[src/rtl/dssm_pkg.sv]
// dssm_pkg: shared types, codes and segment map tables for the seven-segment mapper
// depends on nothing; used by all rtl files
package dssm_pkg;

  typedef enum logic [2:0] {
    ACT_NUMBER = 3'd0,
    ACT_FIX41  = 3'd1,
    ACT_FIX31  = 3'd2,
    ACT_GLYPH  = 3'd3,
    ACT_SYMBOL = 3'd4,
    ACT_RAW    = 3'd5
  } action_t;

  localparam logic [3:0] CODE_BLANK = 4'd10;
  localparam logic [3:0] CODE_MINUS = 4'd11;
  localparam logic [2:0] SEG_LETTER_NONE = 3'd7;
  localparam int ROM_DIGITS  = 15;
  localparam int ROM_SYMBOLS = 37;

  typedef struct packed {
    logic       start;
    logic [3:0] ndig;
    logic [31:0] value;
  } conv_req_t;

  function automatic logic [6:0] font(input logic [3:0] code);
    logic [6:0] p;
    case (code)
      4'd0: p = 7'h3F;
      4'd1: p = 7'h06;
      4'd2: p = 7'h5B;
      4'd3: p = 7'h4F;
      4'd4: p = 7'h66;
      4'd5: p = 7'h6D;
      4'd6: p = 7'h7D;
      4'd7: p = 7'h07;
      4'd8: p = 7'h7F;
      4'd9: p = 7'h6F;
      CODE_MINUS: p = 7'h40;
      default: p = 7'h00;
    endcase
    return p;
  endfunction

  function automatic logic [31:0] pow10(input logic [3:0] k);
    logic [31:0] p;
    case (k)
      4'd0: p = 32'd1;
      4'd1: p = 32'd10;
      4'd2: p = 32'd100;
      4'd3: p = 32'd1000;
      4'd4: p = 32'd10000;
      4'd5: p = 32'd100000;
      4'd6: p = 32'd1000000;
      4'd7: p = 32'd10000000;
      4'd8: p = 32'd100000000;
      default: p = 32'd1000000000;
    endcase
    return p;
  endfunction

  function automatic logic [8:0] digit_rom(input logic [3:0] pos, input logic [2:0] seg);
    logic [8:0] t [0:104];
    logic [6:0] a;
    t = '{9'd186, 9'd192, 9'd195, 9'd174, 9'd177, 9'd184, 9'd183,
          9'd210, 9'd214, 9'd217, 9'd197, 9'd201, 9'd207, 9'd204,
          9'd234, 9'd238, 9'd239, 9'd221, 9'd224, 9'd230, 9'd227,
          9'd258, 9'd262, 9'd263, 9'd243, 9'd246, 9'd252, 9'd249,
          9'd280, 9'd284, 9'd287, 9'd268, 9'd271, 9'd275, 9'd274,
          9'd94, 9'd95, 9'd96, 9'd90, 9'd91, 9'd93, 9'd92,
          9'd101, 9'd102, 9'd103, 9'd97, 9'd98, 9'd100, 9'd99,
          9'd108, 9'd109, 9'd110, 9'd104, 9'd105, 9'd107, 9'd106,
          9'd115, 9'd116, 9'd117, 9'd111, 9'd112, 9'd114, 9'd113,
          9'd78, 9'd79, 9'd81, 9'd82, 9'd83, 9'd77, 9'd80,
          9'd67, 9'd68, 9'd69, 9'd63, 9'd64, 9'd66, 9'd65,
          9'd74, 9'd75, 9'd76, 9'd70, 9'd71, 9'd73, 9'd72,
          9'd59, 9'd53, 9'd54, 9'd55, 9'd56, 9'd58, 9'd57,
          9'd52, 9'd46, 9'd47, 9'd48, 9'd49, 9'd51, 9'd50,
          9'd38, 9'd39, 9'd41, 9'd42, 9'd43, 9'd45, 9'd40};
    a = 7'(pos) * 7'd7 + 7'(seg);
    return (a < 7'd105) ? t[a] : 9'd0;
  endfunction

  function automatic logic [8:0] symbol_rom(input logic [5:0] idx);
    logic [8:0] t [0:36];
    t = '{9'd294, 9'd295, 9'd296, 9'd297, 9'd84, 9'd150, 9'd305, 9'd266, 9'd331, 9'd330,
          9'd324, 9'd312, 9'd126, 9'd129, 9'd118, 9'd150, 9'd151, 9'd136, 9'd154, 9'd335,
          9'd344, 9'd348, 9'd347, 9'd85, 9'd84, 9'd342, 9'd322, 9'd0, 9'd60, 9'd44,
          9'd309, 9'd343, 9'd320, 9'd306, 9'd29, 9'd24, 9'd20};
    return (idx < 6'd37) ? t[idx] : 9'd0;
  endfunction

endpackage

[src/rtl/dssm_conv.sv]
// dssm_conv: iterative decimal digit extractor, one subtract-compare per cycle
// depends on dssm_pkg
module dssm_conv (
  input  logic                clk,
  input  logic                rst_n,
  input  dssm_pkg::conv_req_t req,
  output logic                done,
  output logic                ovf,
  output logic [9:0][3:0]     digits
);
  import dssm_pkg::*;

  typedef enum logic [1:0] {S_IDLE, S_RUN, S_DONE} st_t;
  st_t st_r;
  logic [31:0]     rem_r;
  logic [3:0]      k_r;
  logic [3:0]      dig_r;
  logic [3:0]      nd_r;
  logic [9:0][3:0] d_r;
  logic            ovf_r;
  logic [31:0]     pw_cur;

  assign pw_cur = pow10(k_r);

  // digit k found by repeated subtraction of 10^k, top digit first
  always_ff @(posedge clk) begin
    if (!rst_n) begin
      st_r  <= S_IDLE;
      ovf_r <= 1'b0;
    end else begin
      unique case (st_r)
        S_IDLE: if (req.start) begin
          rem_r <= req.value;
          nd_r  <= req.ndig;
          k_r   <= 4'd9;
          dig_r <= 4'd0;
          ovf_r <= 1'b0;
          st_r  <= S_RUN;
        end
        S_RUN: begin
          if (rem_r >= pw_cur && !(k_r == 4'd9 && dig_r == 4'd4)) begin
            rem_r <= rem_r - pw_cur;
            dig_r <= dig_r + 4'd1;
          end else begin
            d_r[k_r] <= dig_r;
            if (dig_r != 4'd0 && k_r >= nd_r) ovf_r <= 1'b1;
            dig_r <= 4'd0;
            if (k_r == 4'd0) st_r <= S_DONE;
            else k_r <= k_r - 4'd1;
          end
        end
        S_DONE: st_r <= S_IDLE;
        default: st_r <= S_IDLE;
      endcase
    end
  end

  assign done   = (st_r == S_DONE);
  assign ovf    = ovf_r;
  assign digits = d_r;
endmodule

[src/rtl/decimal_seven_segment_mapper_core.sv]
// decimal_seven_segment_mapper_core: command sequencer and segment write emitter
// depends on dssm_pkg and dssm_conv
// A command is taken when the block is idle (in_stall low). Number and valid fixed-point
// commands first run the value through a repeated subtraction unit, one step per cycle,
// that finds each decimal digit by subtracting its power of ten, top digit first. Writes
// then leave at most one per cycle while out_stall is low, seven per glyph; a glyph at
// a position out of range is skipped with no writes and a flush state closes the command.
// Each write waits one stage so the final one can carry out_last; in_stall falls once
// that write is handed to the output register, before it has been taken.
module decimal_seven_segment_mapper_core #(
  parameter int DIGIT_COUNT      = 15,
  parameter int SYMBOL_COUNT     = 37,
  parameter int MAX_FIELD_DIGITS = 9
) (
  input  logic              clk,
  input  logic              rst_n,
  input  logic              in_valid,
  output logic              in_stall,
  input  logic [2:0]        in_action,
  input  logic [4:0]        in_start_pos,
  input  logic [3:0]        in_count,
  input  logic [31:0]       in_number_value,
  input  logic              in_zero_pad,
  input  logic              in_fixed_valid,
  input  logic [5:0]        in_symbol_number,
  input  logic signed [7:0] in_glyph_value,
  input  logic [2:0]        in_segment_letter,
  input  logic              in_seg_on,
  output logic              out_valid,
  input  logic              out_stall,
  output logic [8:0]        out_segment_index,
  output logic              out_segment_state,
  output logic              out_last
);
  import dssm_pkg::*;

  typedef enum logic [3:0] {
    S_IDLE, S_CONV, S_WAIT, S_INT, S_DOT, S_FRAC, S_SYM, S_RAW, S_FLUSH
  } st_t;

  st_t         st_r, st_nxt;
  logic [2:0]  act_r, act_nxt;
  logic [4:0]  first_r, first_nxt;
  logic [3:0]  n_r, n_nxt;
  logic [31:0] val_r, val_nxt;
  logic        lz_r, lz_nxt;
  logic        fv_r, fv_nxt;
  logic        on_r, on_nxt;
  logic [5:0]  sym_r, sym_nxt;
  logic [3:0]  code_r, code_nxt;
  logic [2:0]  let_r, let_nxt;
  logic [3:0]  g_r, g_nxt;
  logic [2:0]  s_r, s_nxt;
  logic        hold_v_r, hold_v_nxt;
  logic [8:0]  hold_idx_r, hold_idx_nxt;
  logic        hold_st_r, hold_st_nxt;
  logic        out_valid_r, out_valid_nxt;
  logic [8:0]  out_idx_r, out_idx_nxt;
  logic        out_st_r, out_st_nxt;
  logic        out_last_r, out_last_nxt;

  conv_req_t       req;
  logic            cdone, covf;
  logic [9:0][3:0] cdig;

  logic [3:0]  cnt_c;
  logic        fixed_c, asc_c, nz;
  logic [3:0]  dj;
  logic [3:0]  code_c;
  logic [6:0]  pat;
  logic [5:0]  first_w, n_w, g_w, pos_c;
  logic        pos_ok, sym_ok;
  logic [8:0]  seg_idx_c, sym_idx_c;
  logic        out_free, gen_ok;
  logic        wr_req, wr_st;
  logic [8:0]  wr_idx;

  assign cnt_c = (in_count > 4'(MAX_FIELD_DIGITS)) ? 4'(MAX_FIELD_DIGITS) : in_count;

  assign fixed_c = (act_r == ACT_FIX41) || (act_r == ACT_FIX31);
  // overflow eights, dashes and single glyphs go left to right, digits right to left
  assign asc_c   = (act_r == ACT_NUMBER && covf) || (fixed_c && !fv_r) ||
                   (act_r == ACT_GLYPH);

  // glyph code for the current position
  always_comb begin
    dj = g_r + (fixed_c ? 4'd1 : 4'd0);
    nz = 1'b0;
    for (int k = 0; k < 10; k++) begin
      if (4'(k) >= dj && 4'(k) <= n_r && cdig[k] != 4'd0) nz = 1'b1;
    end
    if (st_r == S_FRAC) code_c = fv_r ? cdig[0] : CODE_BLANK;
    else if (act_r == ACT_GLYPH) code_c = code_r;
    else if (fixed_c && !fv_r) code_c = CODE_MINUS;
    else if (act_r == ACT_NUMBER && covf) code_c = 4'd8;
    else if (g_r == 4'd0 || nz) code_c = cdig[dj];
    else if (lz_r && act_r == ACT_NUMBER) code_c = 4'd0;
    else code_c = CODE_BLANK;
  end

  assign first_w   = {1'b0, first_r};
  assign n_w       = {2'b00, n_r};
  assign g_w       = {2'b00, g_r};
  assign pos_c     = (st_r == S_FRAC) ? first_w + n_w :
                     (st_r == S_RAW)  ? first_w :
                     asc_c ? first_w + g_w : first_w + n_w - 6'd1 - g_w;
  assign pos_ok    = pos_c >= 6'd1 && pos_c <= 6'(DIGIT_COUNT) && pos_c <= 6'(ROM_DIGITS);
  assign sym_ok    = sym_r >= 6'd1 && sym_r <= 6'(SYMBOL_COUNT) && sym_r <= 6'(ROM_SYMBOLS);
  assign pat       = font(code_c);
  assign seg_idx_c = digit_rom(4'(pos_c - 6'd1), (st_r == S_RAW) ? let_r : s_r);
  assign sym_idx_c = symbol_rom(sym_r - 6'd1);

  assign req.start = (st_r == S_CONV);
  assign req.ndig  = n_r;
  assign req.value = val_r;

  dssm_conv u_conv (.clk(clk), .rst_n(rst_n), .req(req), .done(cdone), .ovf(covf),
                    .digits(cdig));

  assign out_free = !out_valid_r || !out_stall;
  assign gen_ok   = !hold_v_r || out_free;
  assign in_stall = (st_r != S_IDLE);

  always_comb begin
    st_nxt        = st_r;
    act_nxt       = act_r;
    first_nxt     = first_r;
    n_nxt         = n_r;
    val_nxt       = val_r;
    lz_nxt        = lz_r;
    fv_nxt        = fv_r;
    on_nxt        = on_r;
    sym_nxt       = sym_r;
    code_nxt      = code_r;
    let_nxt       = let_r;
    g_nxt         = g_r;
    s_nxt         = s_r;
    hold_v_nxt    = hold_v_r;
    hold_idx_nxt  = hold_idx_r;
    hold_st_nxt   = hold_st_r;
    out_valid_nxt = out_valid_r;
    out_idx_nxt   = out_idx_r;
    out_st_nxt    = out_st_r;
    out_last_nxt  = out_last_r;
    wr_req        = 1'b0;
    wr_idx        = seg_idx_c;
    wr_st         = pat[s_r];
    if (out_valid_r && !out_stall) out_valid_nxt = 1'b0;
    unique case (st_r)
      S_IDLE: if (in_valid) begin
        act_nxt   = in_action;
        first_nxt = in_start_pos;
        lz_nxt    = in_zero_pad;
        fv_nxt    = in_fixed_valid;
        sym_nxt   = in_symbol_number;
        let_nxt   = in_segment_letter;
        on_nxt    = in_seg_on;
        val_nxt   = in_number_value;
        g_nxt     = 4'd0;
        s_nxt     = 3'd0;
        code_nxt  = (in_glyph_value >= 8'sd0 && in_glyph_value <= 8'sd9) ?
                    in_glyph_value[3:0] :
                    (in_glyph_value == -8'sd2) ? CODE_MINUS : CODE_BLANK;
        unique case (in_action) inside
          ACT_NUMBER: begin
            n_nxt  = cnt_c;
            st_nxt = (cnt_c == 4'd0) ? S_IDLE : S_CONV;
          end
          ACT_FIX41, ACT_FIX31: begin
            n_nxt  = (in_action == ACT_FIX41) ? 4'd4 : 4'd3;
            st_nxt = in_fixed_valid ? S_CONV : S_INT;
          end
          ACT_GLYPH: begin
            n_nxt  = 4'd1;
            st_nxt = S_INT;
          end
          ACT_SYMBOL: st_nxt = S_SYM;
          ACT_RAW:    st_nxt = S_RAW;
          default:    st_nxt = S_IDLE;
        endcase
      end
      S_CONV: st_nxt = S_WAIT;
      S_WAIT: if (cdone) st_nxt = S_INT;
      S_INT: begin
        if (!pos_ok || (gen_ok && s_r == 3'd6)) begin
          if (pos_ok) wr_req = 1'b1;
          s_nxt = 3'd0;
          if (g_r == n_r - 4'd1) st_nxt = fixed_c ? S_DOT : S_FLUSH;
          else g_nxt = g_r + 4'd1;
        end else if (gen_ok) begin
          wr_req = 1'b1;
          s_nxt  = s_r + 3'd1;
        end
      end
      S_DOT: begin
        if (!sym_ok) begin
          st_nxt = S_FRAC;
        end else if (gen_ok) begin
          wr_req = 1'b1;
          wr_idx = sym_idx_c;
          wr_st  = fv_r;
          st_nxt = S_FRAC;
        end
      end
      S_FRAC: begin
        if (!pos_ok) begin
          st_nxt = S_FLUSH;
        end else if (gen_ok) begin
          wr_req = 1'b1;
          if (s_r == 3'd6) st_nxt = S_FLUSH;
          else s_nxt = s_r + 3'd1;
        end
      end
      S_SYM: begin
        if (!sym_ok) begin
          st_nxt = S_FLUSH;
        end else if (gen_ok) begin
          wr_req = 1'b1;
          wr_idx = sym_idx_c;
          wr_st  = on_r;
          st_nxt = S_FLUSH;
        end
      end
      S_RAW: begin
        if (!pos_ok || let_r == SEG_LETTER_NONE) begin
          st_nxt = S_FLUSH;
        end else if (gen_ok) begin
          wr_req = 1'b1;
          wr_st  = on_r;
          st_nxt = S_FLUSH;
        end
      end
      S_FLUSH: begin
        if (!hold_v_r) begin
          st_nxt = S_IDLE;
        end else if (out_free) begin
          out_valid_nxt = 1'b1;
          out_idx_nxt   = hold_idx_r;
          out_st_nxt    = hold_st_r;
          out_last_nxt  = 1'b1;
          hold_v_nxt    = 1'b0;
          st_nxt        = S_IDLE;
        end
      end
      default: st_nxt = S_IDLE;
    endcase
    // the held write moves out once the next one of the same item exists
    if (wr_req) begin
      if (hold_v_r) begin
        out_valid_nxt = 1'b1;
        out_idx_nxt   = hold_idx_r;
        out_st_nxt    = hold_st_r;
        out_last_nxt  = 1'b0;
      end
      hold_v_nxt   = 1'b1;
      hold_idx_nxt = wr_idx;
      hold_st_nxt  = wr_st;
    end
  end

  always_ff @(posedge clk) begin
    if (!rst_n) begin
      st_r        <= S_IDLE;
      act_r       <= 3'd0;
      first_r     <= 5'd0;
      n_r         <= 4'd0;
      val_r       <= 32'd0;
      lz_r        <= 1'b0;
      fv_r        <= 1'b0;
      on_r        <= 1'b0;
      sym_r       <= 6'd0;
      code_r      <= 4'd0;
      let_r       <= 3'd0;
      g_r         <= 4'd0;
      s_r         <= 3'd0;
      hold_v_r    <= 1'b0;
      hold_idx_r  <= 9'd0;
      hold_st_r   <= 1'b0;
      out_valid_r <= 1'b0;
      out_idx_r   <= 9'd0;
      out_st_r    <= 1'b0;
      out_last_r  <= 1'b0;
    end else begin
      st_r        <= st_nxt;
      act_r       <= act_nxt;
      first_r     <= first_nxt;
      n_r         <= n_nxt;
      val_r       <= val_nxt;
      lz_r        <= lz_nxt;
      fv_r        <= fv_nxt;
      on_r        <= on_nxt;
      sym_r       <= sym_nxt;
      code_r      <= code_nxt;
      let_r       <= let_nxt;
      g_r         <= g_nxt;
      s_r         <= s_nxt;
      hold_v_r    <= hold_v_nxt;
      hold_idx_r  <= hold_idx_nxt;
      hold_st_r   <= hold_st_nxt;
      out_valid_r <= out_valid_nxt;
      out_idx_r   <= out_idx_nxt;
      out_st_r    <= out_st_nxt;
      out_last_r  <= out_last_nxt;
    end
  end

  assign out_valid         = out_valid_r;
  assign out_segment_index = out_idx_r;
  assign out_segment_state = out_st_r;
  assign out_last          = out_last_r;
endmodule
[config.mk]
export PLATFORM = sky130hd
export DESIGN_NAME = decimal_seven_segment_mapper_core
export DESIGN_NICKNAME = d
export VERILOG_FILES = /design/src/rtl/dssm_pkg.sv /design/src/rtl/dssm_conv.sv /design/src/rtl/decimal_seven_segment_mapper_core.sv
export SDC_FILE = /design/constraint.sdc
export NUM_CORES = 1
export LEC_CHECK = 0
export ABC_AREA = 0
export BUFFER_PORTS_ARGS = -buffer_cell sky130_fd_sc_hd__buf_2
export CAP_MARGIN = 20
export CORE_ASPECT_RATIO = 1.2
export CORE_MARGIN = 5
export CORE_UTILIZATION = 55
export CTS_CLUSTER_SIZE = 12
export DETAILED_ROUTE_END_ITERATION = 8
export PLACE_DENSITY = 0.74
export REMOVE_ABC_BUFFERS = 1
export SYNTH_ARGS = -nofsm -noshare
export SYNTH_HDL_FRONTEND = slang
export SYNTH_SLANG_ARGS = --single-unit
[constraint.sdc]
create_clock -name clk -period 12.2 [get_ports clk]
set_clock_uncertainty 0.05 [all_clocks]
set_input_delay 2.44 -clock clk [delete_from_list [all_inputs] [get_ports clk]]
set_output_delay 2.44 -clock clk [all_outputs]
set_load 0.02 [all_outputs]
Word level (Yosys, flattened, before mapping). Memory sizes are Yosys's and may differ from the RTL's. A register that Yosys moved wholly into a read port is not among the register bits. Cells that the tools add are included.

Bits in registers: 181. Bits in read-only memories: 2320. Bits of input ports: 68. Logic and storage cells: 354. Memories kept: 4.

Memory list: (no name shown) (depth 128, bits a word 9, read ports 1, clocked after Yosys merged registers in 0, wr ports 0, RTL line dssm_pkg.sv:81) `return (a < 7'd105) ? t[a] : 9'd0;`; (no name shown) (depth 64, bits a word 9, read ports 1, clocked after Yosys merged registers in 0, wr ports 0, RTL line dssm_pkg.sv:90) `return (idx < 6'd37) ? t[idx] : 9'd0;`; (no name shown) (depth 16, bits a word 30, read ports 1, clocked after Yosys merged registers in 1, wr ports 0, RTL line dssm_pkg.sv:47) `case (k)`; (no name shown) (depth 16, bits a word 7, read ports 1, clocked after Yosys merged registers in 0, wr ports 0, RTL line dssm_pkg.sv:28) `case (code)`.

Add/subtract/negate cells: 14. $mul: 1. Order comparisons: 37. Eq/ne operators: 43. Muxes and demuxes: 130. Bitwise gates (word level): 3. Reductions and logical operators: 86.

Operators by type and width (count): $mux W4 (35); $mux W9 (14); $mux W32 (2); $pmux W32 S2 (1); $mux W1 (48); $reduce_bool A4 Y1 (12); $bwmux W40 (1); $pmux W4 S9 (1); $logic_and A1 B1 Y1 (34); $ge A32 B32 Y1 (1); $sub A32 B32 Y32 (1); $mux W3 (8); $pmux W4 S2 (3); $ne A2 B2 Y1 const B (11); $eq A4 B3 Y1 const B (5); $mux W6 (3); $bmux W4 S4 (1); $demux W4 S4 (1); $ge A3 B4 Y1 const A (4); $le A3 B4 Y1 const A (4); $logic_not A4 Y1 (4); $pmux W3 S5 (1); $reduce_and A3 Y1 (5); $add A5 B4 Y6 (2); 64 further kinds (112).

Longest topological paths before layout. An unclocked memory read counts as a cell.

Word-level depth: 29. Mapped depth: 28. Depth with buffers taken out: 28.

Modules after synthesis. Synthesis repeated with hierarchy kept, for this count alone.

Cell total of the unflattened synthesis: 1672. Area, all modules: 14378.8 sq um.

By module, submodules not included: decimal_seven_segment_mapper_core (times used 1, cells an instance 1110, area an instance 8330.5 sq um); dssm_conv (times used 1, cells an instance 562, area an instance 6048.3 sq um).

Worst setup path after synthesis. No wires, ideal clock.

Kind: register to register. From: register n_r[0]. To: register hold_idx_r[2]. Library setup time: 70 ps. Arrival time: 5904 ps. Required time: 12080 ps. Slack: 6176 ps. Stages on the path, launching flop included: 27. Buffers on the path: 2. Clock period less this slack: 6024 ps. Cell sequence: dfxtp_1 ha_1 fa_1 inv_1 fa_1 xor2_1 mux2i_1 mux2i_1 nor2_1 a21oi_1 ha_1 inv_1 o21ai_0 xor2_1 inv_1 fa_1 ha_1 ha_1 xor2_1 clkbuf_1 buf_1 o21ai_0 a222oi_1 o211ai_1 o21ai_0 a21oi_1 a21oi_1.

Word-level cells in the longest chain between the ends: 17. Elaborated cells on any way between the ends: 30. Those cells by class: add/sub: 5; mul: 1; order compare: 3; mux: 14; bitwise: 1; reduce/logical: 5; memory: 1.

Ends and longest elaborated chain: from (decl) (RTL line decimal_seven_segment_mapper_core.sv:44) `logic [3:0] n_r, n_nxt;`; from (signal assigned) (RTL line decimal_seven_segment_mapper_core.sv:287) `n_r <= n_nxt;`; $add A5 B4 Y6 * (RTL line decimal_seven_segment_mapper_core.sv:104, decimal_seven_segment_mapper_core.sv:106); $sub A6 B1 Y6 (RTL line decimal_seven_segment_mapper_core.sv:106) `asc_c ? first_w + g_w : first_w + n_w - 6'd1 - g_w;`; $sub A6 B4 Y6 (RTL line decimal_seven_segment_mapper_core.sv:106); $mux W6 (RTL line decimal_seven_segment_mapper_core.sv:106); $mux W6 (RTL line decimal_seven_segment_mapper_core.sv:105) `(st_r == S_RAW) ? first_w :`; $mux W6 * (RTL line decimal_seven_segment_mapper_core.sv:104) `assign pos_c = (st_r == S_FRAC) ? first_w + n_w :`; $sub A4 B1 Y4 (RTL line decimal_seven_segment_mapper_core.sv:110) `assign seg_idx_c = digit_rom(4'(pos_c - 6'd1), (st_r == S_RAW) ? let_r : s_r);`; $mul A4 B3 Y7 (RTL line dssm_pkg.sv:80) `a = 7'(pos) * 7'd7 + 7'(seg);`; $add A7 B3 Y7 (RTL line dssm_pkg.sv:80); $not A7 Y8 (not written as such) (RTL line dssm_pkg.sv:81); $mem_v2 Z128 W9; $mux W9 (not written as such) (2 in a row) (RTL line dssm_pkg.sv:81); $mux W9 (RTL line dssm_pkg.sv:81); $mux W9 (RTL line decimal_seven_segment_mapper_core.sv:198, decimal_seven_segment_mapper_core.sv:217); $mux W9 (RTL line decimal_seven_segment_mapper_core.sv:196) `if (!sym_ok) begin`; $mux W9; to (signal assigned) (RTL line decimal_seven_segment_mapper_core.sv:298) `hold_idx_r <= hold_idx_nxt;`; to (decl) (RTL line decimal_seven_segment_mapper_core.sv:55) `logic [8:0] hold_idx_r, hold_idx_nxt;`.

Every way passes the cells marked *; elsewhere a longest branch is shown, timed or not. The select of a mux whose other input is x is not followed. A chain may end at the register's enable or synchronous reset.

Final worst setup path.
From: register n_r[0]. To: register hold_idx_r[0].

The elaborated chain is that of the path after synthesis.

==> impl_metrics.csv <==
group,metric,value,unit
critical_path,cpLargestDelayFamily,"adder cells",
die,start_util,55.2,%
critical_path,cp_slowest_cell,"fa_1",
detailed_routing,drtIter0Drc,758,
clock_network,cts.path.max_buffers,3,
detailed_routing,drtAntennaViolNets,0,
grt,overflow,0,
synth,synth_most_common_cell,"nand2_1",
run_status,outcome,"finished, final reports clean",
synth,yosysSeqAreaShare,35.2,%
cells_and_area,filler_cell_count,2294,
grt,track_usage,24.7,%
timing,timing.fmax,149,MHz
synth,synthCells,1665,
grt,grt_max_degree,78,
critical_path,crit_fanout,37,
synth,ys_seq_elements,204,
critical_path,critical_path_arrival,6.99,ns
clock_network,cts_hold_buf,0,
timing,rsz0062_at_grt,"false",
synth,synth_area,14000,um^2
placed_design,numPortBuffers,80,
cells_and_area,final_area,15300,um^2
die,dieHeight,185,um
critical_path,timing.critical_path.buf_inv,4,
clock_network,insertion_delay,0.51,ns
cells_and_area,post-route-util,60.3,%
synth,synth_area_per_cell,8.39,um^2
clock_network,clock_sinks,204,
cells_and_area,insertedDiodeCount,0,
synth,synth_cell_types,88,
detailed_routing,avgRoutedWirePerCell,17.6,um
critical_path,critical_path.startpoint_type,"flop",
synth,synth_area_leaders,"edfxtp_1, dfxtp_1, ha_1",
timing,relSlewSlack,30.3,%
timing,fin_crit,6.69,ns
synth,yosys_warnings,0,
detailed_routing,drtPass1Iterations,5,
clock_network,post_cts.repair.setup_buffers,0,
clock_network,cts_tree,"done",
synth,async_flop_share,0,%
timing,drv_slew,0,
placed_design,hpwlAfterDp,25.7,mm
die,coreArea,25300,um^2
detailed_routing,via_per_inst,6.10,
placed_design,dpl_cell_area,14500,um^2
grt,antenna_found_initial,0,
timing,setup_violations,0,
clock_network,clockRootBuffer,"clkbuf_16",
die,die-area,28700,um^2
placed_design,gp_congestion,0.907,
timing,worst_slew_pin_slew,1.04,ns
critical_path,cp.required,12.50,ns
critical_path,worstSetupPathType,"flop to flop",
synth,yosysTopAreaCell,"edfxtp_1",
detailed_routing,via_count,12400,
synth,synth_common_cells,"nand2_1, a21oi_1, o21ai_0",
cells_and_area,nets,1868,
timing,tns,0,ns
synth,synth_edf_count,84,
synth,synth_top_area_share,18.1,%
clock_network,post_cts_resized,0,
min_path,hold_path_class,"flop to flop",
critical_path,reg2reg_slack,5.51,ns
die,io_pins,81,
timing,post-route-period-util,54.9,%
grt,grt_pass1_wl,59.3,mm
clock_network,clkTransAtPathRegs,0.06,ns
critical_path,cpPeakStageDelay,0.53,ns
cells_and_area,area_delta_synth_final,9.23,%
clock_network,cts_inserted_buffers,22,
clock_network,htree_levels,1,
die,fp.dieW,155,um
grt,grt_pass1_vias,12000,
detailed_routing,drc,0,
detailed_routing,drt-total-wl,35.9,mm
synth,synth_flop_cell,"dfxtp_1",
die,row_count,64,
timing,hold_viol_final,0,
run,maxCapViolations,0,
critical_path,cp-end-kind,"flop",
cells_and_area,drive_gt1_share,10.4,%
## through the flow
stage | std cells | hold slack [ns] | setup WS [ns]
2_1_floorplan | 1567 | 0.382 | 5.11
3_3_place_gp | 1992 | 0.393 | 5.72
3_5_place_dp | 1992 | 0.397 | 5.54
4_1_cts | 2032 | 0.405 | 5.53
5_1_grt | 2035 | 0.419 | 5.09
6_report | 2035 | 0.403 | 5.51
## per-layer routing
metal / track usage (%) / share of wire, %
met1: 30.7 / 42
met2: 44.2 / 50
met3: 2.77 / 5.4
met4: 8.90 / 3.4
met5: 0 / 0
## sequential cells by signal (all words and copies together) (netlist names), 4 cells and up, named ones only
register,count
code_r,4
first_r,5
g_r,4
hold_idx_r,9
n_r,4
st_r,4
sym_r,6
u_conv.dig_r,4
u_conv.digits,40
u_conv.k_r,4
u_conv.nd_r,4
u_conv.pw_cur,23
u_conv.rem_r,32
val_r,32
## cells by family (layout without fill, tap and decap cells)
| kind of cell | count (synthesis) | after routing | share of synthesized area, % |
|---|---|---|---|
| compound gates | 518 | 518 | 23.4 |
| flops | 204 | 204 | 35.2 |
| buf+inv | 190 | 230 | 5.40 |
| mux | 35 | 35 | 3.56 |
| xor+xnor | 68 | 68 | 4.26 |
| simple gates | 539 | 539 | 17.8 |
| fa+ha+maj | 111 | 111 | 10.3 |
## cell type report
cell class / count / area, um^2 / area share (%)
Tap cell: 330 / 413 / 2.71
Sequential cell: 204 / 4920 / 32.3
Timing Repair Buffer: 98 / 568 / 3.72
Multi-Input combinational cell: 1271 / 8320 / 54.5
Clock inverter: 3 / 17.5 / 0.115
Inverter: 92 / 345 / 2.26
Clock buffer: 37 / 668 / 4.38
## worst paths after layout
path,from,endpoint,depth (start not counted)
hold reg to reg,val_r[18],val_r[18],2
setup / recovery,n_r[0],hold_idx_r[0],26
setup reg to reg,n_r[0],hold_idx_r[0],26
hold / removal,val_r[18],val_r[18],2
## cells in the final DEF, fill, tap and decap left out, drive strengths merged, types with 13 or more instances in the layout
cell and n:
a211oi 24, a21o 39, a21oi 171, a31oi 18
and3 17, buf 98, clkbuf 37, dfxtp 120
edfxtp 84, ha 104, inv 92, mux2i 18
nand2 236, nand2b 14, nand3 38, nor2 100
nor2b 16, nor3 51, nor4 17, o211ai 24
o21ai 140, o31ai 13, xnor2 41, xor2 27
## tightest hold or removal path, cell delays in order (launching register included)
cell and delay (ns):
dfxtp_1 0.31, nand2_1 0.05, a21oi_1 0.05
Power is not shown: default switching activity piles up to over one toggle a cycle in this logic, so the estimate is an artifact.
